===== src/design/c_amvs_pkg.sv =====
// Shared types, character codes and helpers of the metavariable substituter.
// No dependencies; imported by the lexer, the output buffer and the top level.
`timescale 1ns / 1ps

package c_amvs_pkg;

	localparam int unsigned MaxResults = 10;
	localparam int unsigned CountW     = $clog2(MaxResults + 1);

	// lexical mode of the scanner
	typedef enum logic [2:0] {
		MODE_CODE  = 3'd0,
		MODE_STR   = 3'd1,
		MODE_CHR   = 3'd2,
		MODE_LINE  = 3'd3,
		MODE_BLOCK = 3'd4
	} lex_mode_t;

	localparam logic [7:0] CH_DOLLAR = 8'h24;
	localparam logic [7:0] CH_DQUOTE = 8'h22;
	localparam logic [7:0] CH_SQUOTE = 8'h27;
	localparam logic [7:0] CH_BSLASH = 8'h5C;
	localparam logic [7:0] CH_SLASH  = 8'h2F;
	localparam logic [7:0] CH_STAR   = 8'h2A;
	localparam logic [7:0] CH_NL     = 8'h0A;
	localparam logic [7:0] CH_RPAREN = 8'h29;

	// capture prefix, first character in the top byte
	localparam int unsigned PrefixLen = 8;
	localparam logic [8*PrefixLen-1:0] CAP_PREFIX = "(*__cap_";

	// results of one input item, head byte at index 0
	typedef struct packed {
		logic [MaxResults-1:0][7:0] bytes;
		logic [CountW-1:0]          count;
		logic                       fin;
	} res_t;

	function automatic logic id_start(input logic [7:0] c);
		return (c >= 8'h61 && c <= 8'h7A) || (c >= 8'h41 && c <= 8'h5A) || (c == 8'h5F);
	endfunction

	function automatic logic id_cont(input logic [7:0] c);
		return id_start(c) || (c >= 8'h30 && c <= 8'h39);
	endfunction

endpackage


===== src/design/c_amvs_lexer.sv =====
// Lexical mode tracker and rewriter: one input byte to up to ten result bytes.
// Depends on c_amvs_pkg.
`timescale 1ns / 1ps

module c_amvs_lexer
	import c_amvs_pkg::*;
(
	input  logic       clk,
	input  logic       arst_n,
	input  logic       take,
	input  logic [7:0] text_byte,
	input  logic       text_end,
	output res_t       res
);

	lex_mode_t mode_q, mode_d;
	logic      esc_q, esc_d;
	logic      slash_q, slash_d;
	logic      star_q, star_d;
	logic      dollar_q, dollar_d;
	logic      cap_q, cap_d;

	logic [MaxResults-1:0][7:0] b;
	logic [CountW-1:0]          n;
	logic                       do_code;
	logic                       code_done;

	always_comb begin
		mode_d    = mode_q;
		esc_d     = esc_q;
		slash_d   = slash_q;
		star_d    = star_q;
		dollar_d  = dollar_q;
		cap_d     = cap_q;
		b         = '0;
		n         = '0;
		do_code   = 1'b0;
		code_done = 1'b0;

		case (mode_q)
			MODE_STR, MODE_CHR: begin
				b[n] = text_byte;
				n = n + 1'b1;
				if (esc_q) begin
					esc_d = 1'b0;
				end else if (text_byte == CH_BSLASH) begin
					esc_d = 1'b1;
				end else if (text_byte == ((mode_q == MODE_STR) ? CH_DQUOTE : CH_SQUOTE)) begin
					mode_d = MODE_CODE;
				end
			end
			MODE_LINE: begin
				b[n] = text_byte;
				n = n + 1'b1;
				if (text_byte == CH_NL) begin
					mode_d = MODE_CODE;
				end
			end
			MODE_BLOCK: begin
				b[n] = text_byte;
				n = n + 1'b1;
				if (star_q && text_byte == CH_SLASH) begin
					star_d = 1'b0;
					mode_d = MODE_CODE;
				end else begin
					star_d = (text_byte == CH_STAR);
				end
			end
			default: begin
				mode_d = MODE_CODE;
				if (dollar_q) begin
					dollar_d = 1'b0;
					if (id_start(text_byte)) begin
						for (int k = 0; k < PrefixLen; k++) begin
							b[n] = CAP_PREFIX[8*(PrefixLen-1-k) +: 8];
							n = n + 1'b1;
						end
						b[n] = text_byte;
						n = n + 1'b1;
						cap_d = 1'b1;
					end else begin
						b[n] = CH_DOLLAR;
						n = n + 1'b1;
						do_code = 1'b1;
					end
				end else if (cap_q) begin
					if (id_cont(text_byte)) begin
						b[n] = text_byte;
						n = n + 1'b1;
					end else begin
						cap_d = 1'b0;
						b[n] = CH_RPAREN;
						n = n + 1'b1;
						do_code = 1'b1;
					end
				end else begin
					do_code = 1'b1;
				end

				// ordinary code byte: comment openers, literal openers, held dollar
				if (do_code) begin
					if (slash_q) begin
						slash_d = 1'b0;
						if (text_byte == CH_SLASH) begin
							mode_d = MODE_LINE;
							b[n] = text_byte;
							n = n + 1'b1;
							code_done = 1'b1;
						end else if (text_byte == CH_STAR) begin
							mode_d = MODE_BLOCK;
							star_d = 1'b0;
							b[n] = text_byte;
							n = n + 1'b1;
							code_done = 1'b1;
						end
					end
					if (!code_done) begin
						if (text_byte == CH_DQUOTE || text_byte == CH_SQUOTE) begin
							mode_d = (text_byte == CH_DQUOTE) ? MODE_STR : MODE_CHR;
							esc_d = 1'b0;
							b[n] = text_byte;
							n = n + 1'b1;
						end else if (text_byte == CH_DOLLAR) begin
							dollar_d = 1'b1;
						end else begin
							b[n] = text_byte;
							n = n + 1'b1;
							if (text_byte == CH_SLASH) begin
								slash_d = 1'b1;
							end
						end
					end
				end
			end
		endcase

		// end of fragment: flush held dollar or open name, then back to reset state
		if (text_end) begin
			if (dollar_d) begin
				b[n] = CH_DOLLAR;
				n = n + 1'b1;
			end
			if (cap_d) begin
				b[n] = CH_RPAREN;
				n = n + 1'b1;
			end
			mode_d   = MODE_CODE;
			esc_d    = 1'b0;
			slash_d  = 1'b0;
			star_d   = 1'b0;
			dollar_d = 1'b0;
			cap_d    = 1'b0;
		end
	end

	assign res.bytes = b;
	assign res.count = n;
	assign res.fin   = text_end;

	always_ff @(posedge clk or negedge arst_n) begin
		if (!arst_n) begin
			mode_q   <= MODE_CODE;
			esc_q    <= 1'b0;
			slash_q  <= 1'b0;
			star_q   <= 1'b0;
			dollar_q <= 1'b0;
			cap_q    <= 1'b0;
		end else if (take) begin
			mode_q   <= mode_d;
			esc_q    <= esc_d;
			slash_q  <= slash_d;
			star_q   <= star_d;
			dollar_q <= dollar_d;
			cap_q    <= cap_d;
		end
	end

endmodule


===== src/design/c_amvs_outbuf.sv =====
// Result register: holds one item's bytes, sends one a cycle while ready is high.
// Depends on c_amvs_pkg.
`timescale 1ns / 1ps

module c_amvs_outbuf
	import c_amvs_pkg::*;
(
	input  logic       clk,
	input  logic       arst_n,
	input  logic       take,
	input  res_t       res,
	output logic       load_ok,
	output logic       valid,
	input  logic       ready,
	output logic [7:0] data,
	output logic       last,
	output logic       fin
);

	logic [MaxResults-1:0][7:0] buf_q;
	logic [CountW-1:0]          rem_q;
	logic                       fin_q;
	logic                       load;
	logic                       xfer;

	assign valid   = (rem_q != '0);
	assign xfer    = valid && ready;
	assign load_ok = (rem_q == '0) || (rem_q == CountW'(1) && ready);
	assign load    = take && (res.count != '0);

	assign data = buf_q[0];
	assign last = (rem_q == CountW'(1));
	assign fin  = last && fin_q;

	always_ff @(posedge clk or negedge arst_n) begin
		if (!arst_n) begin
			rem_q <= '0;
		end else if (load) begin
			rem_q <= res.count;
		end else if (xfer) begin
			rem_q <= rem_q - 1'b1;
		end
	end

	always_ff @(posedge clk) begin
		if (load) begin
			buf_q <= res.bytes;
			fin_q <= res.fin;
		end else if (xfer) begin
			buf_q <= {8'h00, buf_q[MaxResults-1:1]};
		end
	end

endmodule


===== src/design/c_aware_metavar_substituter_core.sv =====
// Latency: the first result byte of an item appears the cycle after its input transfer.
// Throughput: one input byte per cycle while each item yields at most one result byte
//   and m_tready is high; an item with n results holds the output for n transfers,
//   and input stalls until its last result byte leaves.
// The result register drains one byte per output transfer; the next item loads as the
//   last byte leaves, so no bubble between items.
// Reset: arst_n clears the lexical mode to code, all pending flags and the result count.
`timescale 1ns / 1ps

module c_aware_metavar_substituter_core
	import c_amvs_pkg::*;
(
	input  logic       clk,
	input  logic       arst_n,
	input  logic       s_tvalid,
	output logic       s_tready,
	input  logic [7:0] s_tdata,   // [7:0] text_byte
	input  logic       s_tlast,   // text_end
	output logic       m_tvalid,
	input  logic       m_tready,
	output logic [7:0] m_tdata,   // [7:0] emit_byte
	output logic       m_tlast,   // run_end
	output logic       m_tuser    // [0] output_end
);

	res_t res;
	logic take;
	logic load_ok;

	// accept while the result register is empty or its final byte leaves this cycle
	assign s_tready = load_ok;
	assign take     = s_tvalid && s_tready;

	// mode tracking and rewrite, state advances on each input transfer
	c_amvs_lexer u_lexer (
		.clk       (clk),
		.arst_n    (arst_n),
		.take      (take),
		.text_byte (s_tdata),
		.text_end  (s_tlast),
		.res       (res)
	);

	// hold the expansion and send it out one transfer at a time
	c_amvs_outbuf u_outbuf (
		.clk     (clk),
		.arst_n  (arst_n),
		.take    (take),
		.res     (res),
		.load_ok (load_ok),
		.valid   (m_tvalid),
		.ready   (m_tready),
		.data    (m_tdata),
		.last    (m_tlast),
		.fin     (m_tuser)
	);

endmodule

===== config.mk =====
export PLATFORM = sky130hd
export DESIGN_NAME = c_aware_metavar_substituter_core
export DESIGN_NICKNAME = d
export VERILOG_FILES = /design/src/design/c_amvs_pkg.sv /design/src/design/c_amvs_lexer.sv /design/src/design/c_amvs_outbuf.sv /design/src/design/c_aware_metavar_substituter_core.sv
export SDC_FILE = /design/constraint.sdc
export NUM_CORES = 1
export LEC_CHECK = 0
export ABC_AREA = 0
export BUFFER_PORTS_ARGS = -buffer_cell sky130_fd_sc_hd__buf_2
export CAP_MARGIN = 40
export CORE_MARGIN = 5
export CORE_UTILIZATION = 57
export DETAILED_ROUTE_END_ITERATION = 16
export PLACE_DENSITY = 0.75
export SLEW_MARGIN = 25
export SYNTH_ARGS = -nofsm -noshare
export SYNTH_HDL_FRONTEND = slang
export SYNTH_SLANG_ARGS = --single-unit

===== constraint.sdc =====
create_clock -name clk -period 18.5 [get_ports clk]
set_clock_uncertainty 0.05 [all_clocks]
set_input_delay 3.7 -clock clk [delete_from_list [all_inputs] [get_ports clk]]
set_output_delay 3.7 -clock clk [all_outputs]
set_load 0.005 [all_outputs]

# Word-level counts from Yosys, hierarchy flattened
# Index checks and enable logic that the tools add are counted.
# W data, S select, Z words.
word_totals:
  inputBits: 13
  reg_bits: 93
  output_inout_bits: 12
classes:
  eq_ne: 24
  n_reduce_logical: 36
  mux: 113
  add_sub_neg: 5
  n_lt_le_gt_ge: 14
  n_bitwise: 6
ops:
  columns: ["cell", "n"]
  rows:
  - ["$mux W80", 15]
  - ["$mux W64", 3]
  - ["$bwmux W80", 2]
  - ["$demux W8 S4", 4]
  - ["$mux W4", 20]
  - ["$mux W72", 1]
  - ["$mux W8", 9]
  - ["$and A60 B60 Y60", 1]
  - ["$not A60 Y60", 1]
  - ["$and A50 B50 Y50", 1]
  - ["$not A50 Y50", 1]
  - ["$mux W1", 42]
  - ["$eq A8 B6 Y1 const B", 5]
  - ["$mux W3", 13]
  - ["$or A30 B30 Y30", 1]
  - ["$lt A4 B5 Y1 const B", 4]
  - ["$or A20 B20 Y20", 1]
  - ["$add A4 B1 Y4 const B", 4]
  - ["$eq A8 B7 Y1 const B", 2]
  - ["$ge A4 B1 Y1 const B", 4]
  - ["$ge A8 B7 Y1 const B", 2]
  - ["$le A8 B7 Y1 const B", 2]
  - ["$reduce_bool A3 Y1", 5]
  - ["$logic_and A1 B1 Y1", 13]
  - ["other kinds (25)", 42]

# Longest topological paths before layout
# Gate-level depths: netlist of the first run.
logic_depth:
  ltp_word: 31
  depth_mapped: 22

# Hierarchy
# Synthesis of the first run repeated with hierarchy kept, for this count alone.
unflattened:
  hier_cells: 738
  area_unflattened_um2: 6447.4
by_module_without_submodules:
  columns: ["module", "area_per_inst_um2", "cells_per_inst", "instances"]
  rows:
  - ["c_amvs_outbuf", 3849.9, 368, 1]
  - ["c_amvs_lexer", 2591.2, 369, 1]
  - ["c_aware_metavar_substituter_core", 6.3, 1, 1]

# Worst setup path before layout of the first run
# OpenSTA, ideal clock, no wires.
synth_path:
  path_type: "input-to-reg"
  startpoint: "input s_tdata[4]"
  endpoint: "register u_outbuf.buf_q[10] in the netlist's numbering (enable)"
  arrival_ns: 9.097
  cell_stages: 17
  required_ns: 17.651
  slack_ns: 8.553
  setup_ns: 0.799
  path_buffers: 2
  cell_sequence: "or4b_1 buf_2 or3_1 a31oi_1 ha_1 mux2_2 nand2_1 ha_1 o21ai_0 o21ai_0 ha_1 a21boi_0 o211ai_1 o211ai_1 o31ai_4 clkbuf_1 nand2_1"
synth_between:
  elab_chain_cells: 28
  word_cells_on_any_way: 63
  cone_classes: "add/sub: 4; order compare: 6; eq/ne: 6; mux: 37; reduce/logical: 10"
synth_rtl:
  columns: ["item", "line", "text"]
  rows:
  - ["from (decl)", "c_aware_metavar_substituter_core.sv:17", "input logic [7:0] s_tdata,"]
  - ["$ge A8 B7 Y1 or $le A8 B7 Y1 (tied branches)", "c_amvs_pkg.sv:40", "return (c >= 8'h61 && c <= 8'h7A) || (c >= 8'h41 && c <= 8'h5A) || (c == 8'h5F);"]
  - ["$logic_and A1 B1 Y1", "c_amvs_pkg.sv:40", null]
  - ["$logic_or A1 B1 Y1 (2 in series)", "c_amvs_pkg.sv:40", null]
  - ["$mux W4", "c_amvs_lexer.sv:73", "if (id_start(text_byte)) begin"]
  - ["$mux W4", "c_amvs_lexer.sv:71", "if (dollar_q) begin"]
  - ["$mux W4", "c_amvs_lexer.sv:40", "case (mode_q)"]
  - ["$add A4 B1 Y4", "c_amvs_lexer.sv:107, c_amvs_lexer.sv:113", null]
  - ["$mux W4", "c_amvs_lexer.sv:109", "end else if (text_byte == CH_STAR) begin"]
  - ["[... 11 more ...]", null, null]
  - ["$mux W4", "c_amvs_lexer.sv:139", "if (dollar_d) begin"]
  - ["$mux W4", "c_amvs_lexer.sv:138", "if (text_end) begin"]
  - ["$add A4 B1 Y4", "c_amvs_lexer.sv:145", "n = n + 1'b1;"]
  - ["$mux W4", "c_amvs_lexer.sv:143", "if (cap_d) begin"]
  - ["$mux W4 *", "c_amvs_lexer.sv:138", null]
  - ["$reduce_bool A4 Y1 *", "c_amvs_outbuf.sv:29", "assign load = take && (res.count != '0);"]
  - ["$logic_and A1 B1 Y1 *", "c_amvs_outbuf.sv:29", null]
  - ["$reduce_bool A2 Y1 (no source line) *", null, null]
  - ["to (signal assigned)", "c_amvs_outbuf.sv:47", "buf_q <= res.bytes;"]
  - ["to (signal assigned)", "c_amvs_outbuf.sv:50", "buf_q <= {8'h00, buf_q[MaxResults-1:1]};"]
  - ["to (decl)", "c_amvs_outbuf.sv:20", "logic [MaxResults-1:0][7:0] buf_q;"]
# Mark *: on every way between the ends. The rest lies on a longest branch, timed or not. The select of a mux whose other input is x is not followed.
# A chain may end at the register's enable or synchronous reset.

# Worst setup path in the final report of the first run
layout_path:
  startpoint: "input s_tdata[4]"
  endpoint: "register u_outbuf.buf_q[25] in the netlist's numbering (data pin)"
layout_between:
  elab_chain_cells: 31
  word_cells_on_any_way: 106
  cone_classes: "add/sub: 4; order compare: 14; eq/ne: 6; mux: 65; bitwise: 4; reduce/logical: 13"
layout_rtl:
  columns: ["item", "line", "text"]
  rows:
  - ["$ge A8 B7 Y1 or $le A8 B7 Y1 (tied branches)", "c_amvs_pkg.sv:40", null]
  - ["$logic_and A1 B1 Y1", "c_amvs_pkg.sv:40", null]
  - ["$logic_or A1 B1 Y1 (2 in series)", "c_amvs_pkg.sv:40", null]
  - ["$mux W4", "c_amvs_lexer.sv:73", null]
  - ["$mux W4", "c_amvs_lexer.sv:71", null]
  - ["$mux W4", "c_amvs_lexer.sv:40", null]
  - ["$add A4 B1 Y4", "c_amvs_lexer.sv:107, c_amvs_lexer.sv:113", null]
  - ["$mux W4", "c_amvs_lexer.sv:109", null]
  - ["[... 14 more ...]", null, null]
  - ["$logic_and A1 B1 Y1 (not written as such) or $not A60 Y60 (tied branches)", null, null]
  - ["$mux W8 (not written as such) or $and A60 B60 Y60 (tied branches)", null, null]
  - ["$demux W8 S4 or $mux W80 (tied branches)", null, null]
  - ["$not A50 Y50 (no source line) or $mux W80 (tied branches)", null, null]
  - ["$and A50 B50 Y50 (no source line)", null, null]
  - ["$mux W80", "c_amvs_lexer.sv:143", null]
  - ["$mux W80", "c_amvs_lexer.sv:138", null]
  - ["$mux W80 *", "c_amvs_outbuf.sv:46", "if (load) begin"]
# Marked as above.

==> results.toml, run 1 <==
[power]
vdd_drop_max_mv = 0.1022
power_frac_comb_pct = 31.1
power_density_nw_per_um2 = 127.8
leakage_uw = 0.002469
switching_share_pct = 29.51
clock_power_share_pct = 19.1
netSwitchingPower_uw = 232.8
p_int_uw = 556.0
sequentialPowerShare_pct = 49.8

[synthesis]
yosysSeqAreaShare_pct = 47.13
ys_async_sr_fraction_pct = 12.90
postSynthCellCount = 570
synth_flop_cell = "edfxtp_1"
syn_area_sq_um = 5798
synth.avg_cell_area_sq_um = 10.17
synth-seq-cells = 93
synth.distinct_cells = 70
ys_warn_count = 0
synth-edff-count = 81

[sta]
fin_tns_setup_ps = 0
hold_slack_ps = 465.4
hold_viol = 0
finalCriticalPeriod_ps = 9320
setup_violations = 0
rsz0062_at_grt = "no"
finalCritPeriodShare_pct = 50.38
slew_violations = 0
fmax_mhz = 107.3
setup_slack_ps = 9180
slew-limit-headroom_pct = 48.48
worstMarginPinSlew_ps = 768.6

[layout]
nNetsFinal = 597
drive_above_1_share_pct = 14.56
syn_to_final_growth_pct = 6.474
antenna_cells = 0
nFillCells = 826

[global_route]
overflow = 0
grt_max_degree = 57
grt_usage_pct = 22.45
antenna_found_initial = 0
grt_pass1_wl_um = 22180
grt_pass1_vias = 4350

[outcome]
status = "completed"

[hold_path]
hp-class = "reg -> reg"

[placed_design]
portBuffers = 24
dp_hpwl_um = 9671
gp_congestion = 1.034
place_ws_ps = 9002

[setup_path]
cp_top_family = "compound AO/OA/AOI/OAI gates"
criticalPathCategory = "in -> reg"
critPathLaunchType = "input pin"
crit_arrival_ps = 9390
required_ps = 18570
critPathMaxStageDelay_ps = 700
cpMostUsedCell = "ha_1"
path_buf_inv = 3
crit_path_cell_trace = "buf_2 > or4b_1 > or3_1 > a31oi_1 > ha_1 > mux2_2 > nand2_1 > ha_1 > o21ai_0 > o21ai_0 > ha_1 > a311oi_1 > o211ai_1 > o31ai_4 > buf_4 > inv_2 > mux2_4"
worstSetupEndpointType = "flop"
critPathSlowestCell = "or4b_1"
crit_fanout = 37

[detailed_routing]
dr.max_layer_used = "met4"
viasPerCell = 6.597
route.vias.total = 4684
drtIter0Drc = 565
detail-route-antenna-nets = 0
wl_per_cell_um = 19.40
routed_wl_um = 13770
wl_met2_um = 6164
dr.pass1.iters = 5
met3WireLength_um = 1259
drc_errors = 0
drt-met1-wl_um = 5946

[clocking]
cts_root_buf = "clkbuf_8"
cts_resized = 0
cts_buffers = 9
htree_levels = 3
hold_buffers = 0
cts_tree = "done"
clk_pin_slew_ps = 100
clock_latency_ps = 370
clock_sinks = 93
clockBufferDepth = 2
cts_post_setup_buffers_inserted = 0

[floorplanning]
core_area_sq_um = 9864
dieWidth_um = 110.9
die_h_um = 110.9
die_area_sq_um = 12290
rows = 36
start_util_pct = 58.78
ioPinCount = 25

[run]
maxCapViolations = 0
==> cell usage in the layout (no fill, tap or decap), types with 6 or more instances in the layout <==
cell type,instances
a21o_1,7
mux2_4,9
nor3_1,15
nor2_1,31
clkbuf_8,9
o21ai_0,41
inv_1,26
and3_1,20
a21oi_1,42
a22o_1,11
or3_1,6
a211oi_1,8
buf_2,24
ha_1,12
edfxtp_1,81
nand3_1,16
mux2_2,23
and2_1,24
dfrtp_1,12
nand4_1,6
nand2_1,34
==> cell type report <==
cell class	instances	area [sq um]	area share, %
multi-input cells	410	2771	44.89
inverters	27	101.3	1.642
clock inverters	7	96.34	1.561
repair buffers	31	181.4	2.939
flip-flops and latches	93	2733	44.26
clock buffers	9	123.9	2.006
well taps	133	166.4	2.696
==> power groups by stage <==
stage          logic, uW  registers (uW)  clock network (uW)
6_report             246             393                 150
5_1_grt              273             402                 163
4_1_cts              247             394                 153
3_5_place_dp         245             398                   0
3_3_place_gp         229             397                   0
2_1_floorplan        196             394                   0
==> cell families (layout without fill, tap and decap cells) <==
| kind of cell | count (synthesis) | after routing | synth area share (%) |
|---|---|---|---|
| other | 1 | 5 | 0.06468 |
| buffers and inverters | 71 | 74 | 5.459 |
| AND/OR/NAND/NOR | 189 | 189 | 17.87 |
| adder cells (fa/ha/maj) | 13 | 13 | 2.762 |
| flip-flops | 93 | 93 | 47.13 |
| XOR/XNOR | 8 | 8 | 1.209 |
| AO/OA/AOI/OAI | 161 | 161 | 18.36 |
| multiplexers | 34 | 34 | 7.143 |
==> registers in the layout, summed over array words and instances (netlist names) <==
| register | cells |
|---|---|
| u_outbuf.buf_q | 72 |
| u_lexer.mode_q | 3 |
| u_outbuf.data | 8 |
| u_lexer.esc_q | 1 |
| u_lexer.star_q | 1 |
| u_lexer.slash_q | 1 |
| u_lexer.dollar_q | 1 |
| u_lexer.cap_q | 1 |
| u_outbuf.rem_q | 4 |
| u_outbuf.fin_q | 1 |
==> metrics by stage <==
stage	util [%]	area [sq um]	total power, uW	instances
after floorplan	-	5813	590.4	574
after global placement	59.96	5914	626.4	690
after detailed placement	60.31	5949	643.2	693
after CTS	62.54	6170	793.3	709
after global routing	62.58	6173	837.5	710
final	62.58	6173	788.8	710
==> worst paths after layout <==
| check | startpoint | endpoint | slack (ps) | cells after the start |
|---|---|---|---|---|
| worst min-delay path | u_lexer.star_q$_DFFE_PN0P_ | u_lexer.star_q$_DFFE_PN0P_ | 470 | 1 |
| min in group asynchronous | arst_n | u_lexer.esc_q$_DFFE_PN0P_ | 3140 | 1 |
| max in group asynchronous | arst_n | u_outbuf.rem_q[1]$_DFFE_PN0P_ | 15020 | 1 |
| worst max register to register | u_lexer.dollar_q$_DFFE_PN0P_ | u_outbuf.buf_q[25]$_DFFE_PP_ | 12230 | 18 |
| worst min register to register | u_lexer.star_q$_DFFE_PN0P_ | u_lexer.star_q$_DFFE_PN0P_ | 470 | 1 |
| worst max-delay path | s_tdata[4] | u_outbuf.buf_q[25]$_DFFE_PP_ | 9180 | 17 |
==> cells in the mapped netlist, types with 4 or more instances <==
master    instances  area, sq um
a21o_1            7        52.55
dfrtp_1          12        300.3
a32oi_1           4        35.03
a22o_1           11        96.34
o21ai_0          41        205.2
ha_1             12        150.1
nand3_1          16        80.08
nand3b_1          4        30.03
nor2_1           31        116.4
clkbuf_1         29        108.9
inv_1            26        97.59
a211oi_1          8        60.06
a311oi_1          4        35.03
buf_2             4        20.02
and3_1           20        125.1
or3_1             6        37.54
nor3_1           15        75.07
o211ai_1          5        37.54
nand2_1          35        131.4
xnor2_1           5        43.79
a31oi_1           4        25.02
nor4_1            5        31.28
buf_4             8        60.06
and2_1           24        150.1
a21oi_1          42        210.2
nand4_1           6        37.54
mux2_2           23        259.0
mux2_4            9        135.1
edfxtp_1         81         2432
==> per-layer routing <==
metal  up-vias  GRT usage [%]
met4         0          7.882
met5         -              0
met3        47          4.858
met2       243          34.91
li1       2144              -
met1      2250          31.13
No activity file was read; power rests on OpenSTA's default activity.
==> run 2: changes to the inputs <==
--- a/config.mk
+++ b/config.mk
@@ -9,9 +9,9 @@
 export BUFFER_PORTS_ARGS = -buffer_cell sky130_fd_sc_hd__buf_2
 export CAP_MARGIN = 40
 export CORE_MARGIN = 5
-export CORE_UTILIZATION = 57
+export CORE_UTILIZATION = 56
 export DETAILED_ROUTE_END_ITERATION = 16
-export PLACE_DENSITY = 0.75
+export PLACE_DENSITY = 0.76
 export SLEW_MARGIN = 25
 export SYNTH_ARGS = -nofsm -noshare
 export SYNTH_HDL_FRONTEND = slang
==> constraint.sdc (replaced) <==
create_clock -name clk -period 8.4 [get_ports clk]
set_clock_uncertainty 0.05 [all_clocks]
set_input_delay 1.68 -clock clk [delete_from_list [all_inputs] [get_ports clk]]
set_output_delay 1.68 -clock clk [all_outputs]
set_load 0.005 [all_outputs]
==> run 2 against run 1 <==
Worst hold slack gained 5.7 ps. Routed wire length grew 4.5%. Clock-buffer cell count is the same. Largest power group unchanged. Register-to-register slack lost 10000 ps. Critical endpoint is now u_outbuf.buf_q[17]$_DFFE_PP_. Global-route usage grew 0.73 points. Clock power grew 90%. First-iteration DRC count shrank 20%. Sequential share of layout area grew 0.24 points.
==> results.toml, run 2 (synthesis results as in run 1) <==
[setup_path]
r2r-end = "u_outbuf.buf_q[17]$_DFFE_PP_"
startpoint = "s_tdata[4]"
criticalPathCategory = "in -> reg"
crit_fanout = 29
r2r_cells = 17
regToRegSetupSlack_ps = 2220
r2r_start = "u_lexer.dollar_q$_DFFE_PN0P_"
worstSetupEndpointType = "flop"
critPathLaunchType = "input pin"
endpoint = "u_outbuf.buf_q[17]$_DFFE_PP_"
required_ps = 8470
crit_arrival_ps = 7350

[sta]
setup_slack_ps = 1125
fmax_mhz = 137.5
hold_viol = 0
finalCriticalPeriod_ps = 7275
slew_violations = 0
slew-limit-headroom_pct = 49.95
fin_tns_setup_ps = 0
rsz0062_at_grt = "no"
setup_violations = 0
worstMarginPinSlew_ps = 746.7
finalCritPeriodShare_pct = 86.61

[detailed_routing]
viasPerCell = 6.445
met3WireLength_um = 1105
wl_per_cell_um = 20.20
detail-route-antenna-nets = 0
drt-met1-wl_um = 6208
wl_met2_um = 6628
drtIter0Drc = 451
drc_errors = 0
route.vias.total = 4595
dr.max_layer_used = "met4"
routed_wl_um = 14400
dr.pass1.iters = 5

[layout]
nNetsFinal = 597
nFillCells = 869
drive_above_1_share_pct = 14.90
largest_reg_flops = 72
largest_register = "u_outbuf.buf_q"
final_cell_mix = "edfxtp_1 (81), a21oi_1 (42), o21ai_0 (41), nand2_1 (34), nor2_1 (31)"
ff_latch_area_sq_um = 2733
antenna_cells = 0
multi_input_area_sq_um = 2771
syn_to_final_growth_pct = 5.891
final_common_cell = "edfxtp_1"

[placed_design]
place_ws_ps = 852.2
dp_hpwl_um = 10180
gp_congestion = 0.9637
portBuffers = 24

[floorplanning]
rows = 37
ioPinCount = 25
core_area_sq_um = 10230
die_h_um = 111.8
dieWidth_um = 111.8
die_area_sq_um = 12490
start_util_pct = 56.67

[clocking]
cts_root_buf = "clkbuf_8"
clock_latency_ps = 370
clockBufferDepth = 2
cts_post_setup_buffers_inserted = 0
htree_levels = 3
cts_tree = "done"
hold_buffers = 0
clk_pin_slew_ps = 100
cts_resized = 0
cts_buffers = 9
clock_sinks = 93

[hold_path]
hp-class = "reg -> reg"

[global_route]
grt_usage_pct = 23.18
grt_pass1_vias = 4361
grt_max_degree = 48
grt_pass1_wl_um = 22980
overflow = 0
antenna_found_initial = 0

[power]
power_density_nw_per_um2 = 276.2
vdd_drop_max_mv = 0.1679
leakage_uw = 0.002451

[outcome]
status = "completed"

[run]
maxCapViolations = 0
## run 2: cell count changes in the layout (fill, tap and decap cells not counted)
cell        delta
clkinv_4       +1
buf_1          -1
bufinv_16      -2
buf_12         +1
clkbuf_1       -1
buf_4          +2
inv_8          +1
buf_16         -1
clkinv_2       -1
clkinvlp_4     +1
## run 2: per-stage QoR
step / hold slack (ps) / std cells / util (%) / total power, uW / area [sq um]
3_3_place_gp: 443.2 / 696 / 58.19 / 1390 / 5953
5_1_grt: 492.1 / 713 / 60.01 / 1794 / 6140
3_5_place_dp: 447.3 / 697 / 58.22 / 1422 / 5957
6_report: 471.1 / 713 / 60.01 / 1696 / 6140
4_1_cts: 467.8 / 713 / 60.01 / 1707 / 6140
2_1_floorplan: 429.2 / 574 / - / 1300 / 5813
## run 2: layer usage
metal  GRT usage [%]  vias up
met2           36.49      206
met1           31.64     2201
met5               0        -
li1                -     2147
met4           9.489        0
met3           4.402       41
## run 2: worst min-delay path by stage
stage	from	to	cells past startpoint
after global routing	u_outbuf.buf_q[63]$_SDFFCE_PP0P_	u_outbuf.buf_q[55]$_SDFFCE_PP0P_	1
after global placement	u_lexer.star_q$_DFFE_PN0P_	u_lexer.star_q$_DFFE_PN0P_	1
after CTS	u_outbuf.buf_q[52]$_DFFE_PP_	u_outbuf.buf_q[44]$_SDFFCE_PP0P_	1
final	u_lexer.star_q$_DFFE_PN0P_	u_lexer.star_q$_DFFE_PN0P_	1
after floorplan	u_lexer.star_q$_DFFE_PN0P_	u_lexer.star_q$_DFFE_PN0P_	1
after detailed placement	u_lexer.star_q$_DFFE_PN0P_	u_lexer.star_q$_DFFE_PN0P_	1
## run 2: report_power, final
part | total [uW] | internal [uW] | switching [uW]
Sequential | 869 | 809 | 59.7
Combinational | 542 | 245 | 297
Clock | 285 | 112 | 172
Total | 1700 | 1170 | 529
## run 2: final cells by class
cell class | instances | area share (%)
clock inverter | 7 | 0.9578
inverter | 27 | 1.651
tap | 136 | 2.772
sequential | 93 | 44.51
clock buffer | 9 | 2.018
timing repair buffer | 31 | 2.955
multi-input combinational | 410 | 45.14
## run 2: worst max-delay path, cell delays in order
cell and delay (ps):
buf_2 190, or4b_1 690, or3_1 440, a31oi_1 580
ha_1 340, mux2_2 290, nand2_1 130, ha_1 250
o21ai_0 100, o21ai_0 220, ha_1 310, a311oi_1 430
o211ai_1 250, o31ai_4 560, inv_2 460, mux2_4 410
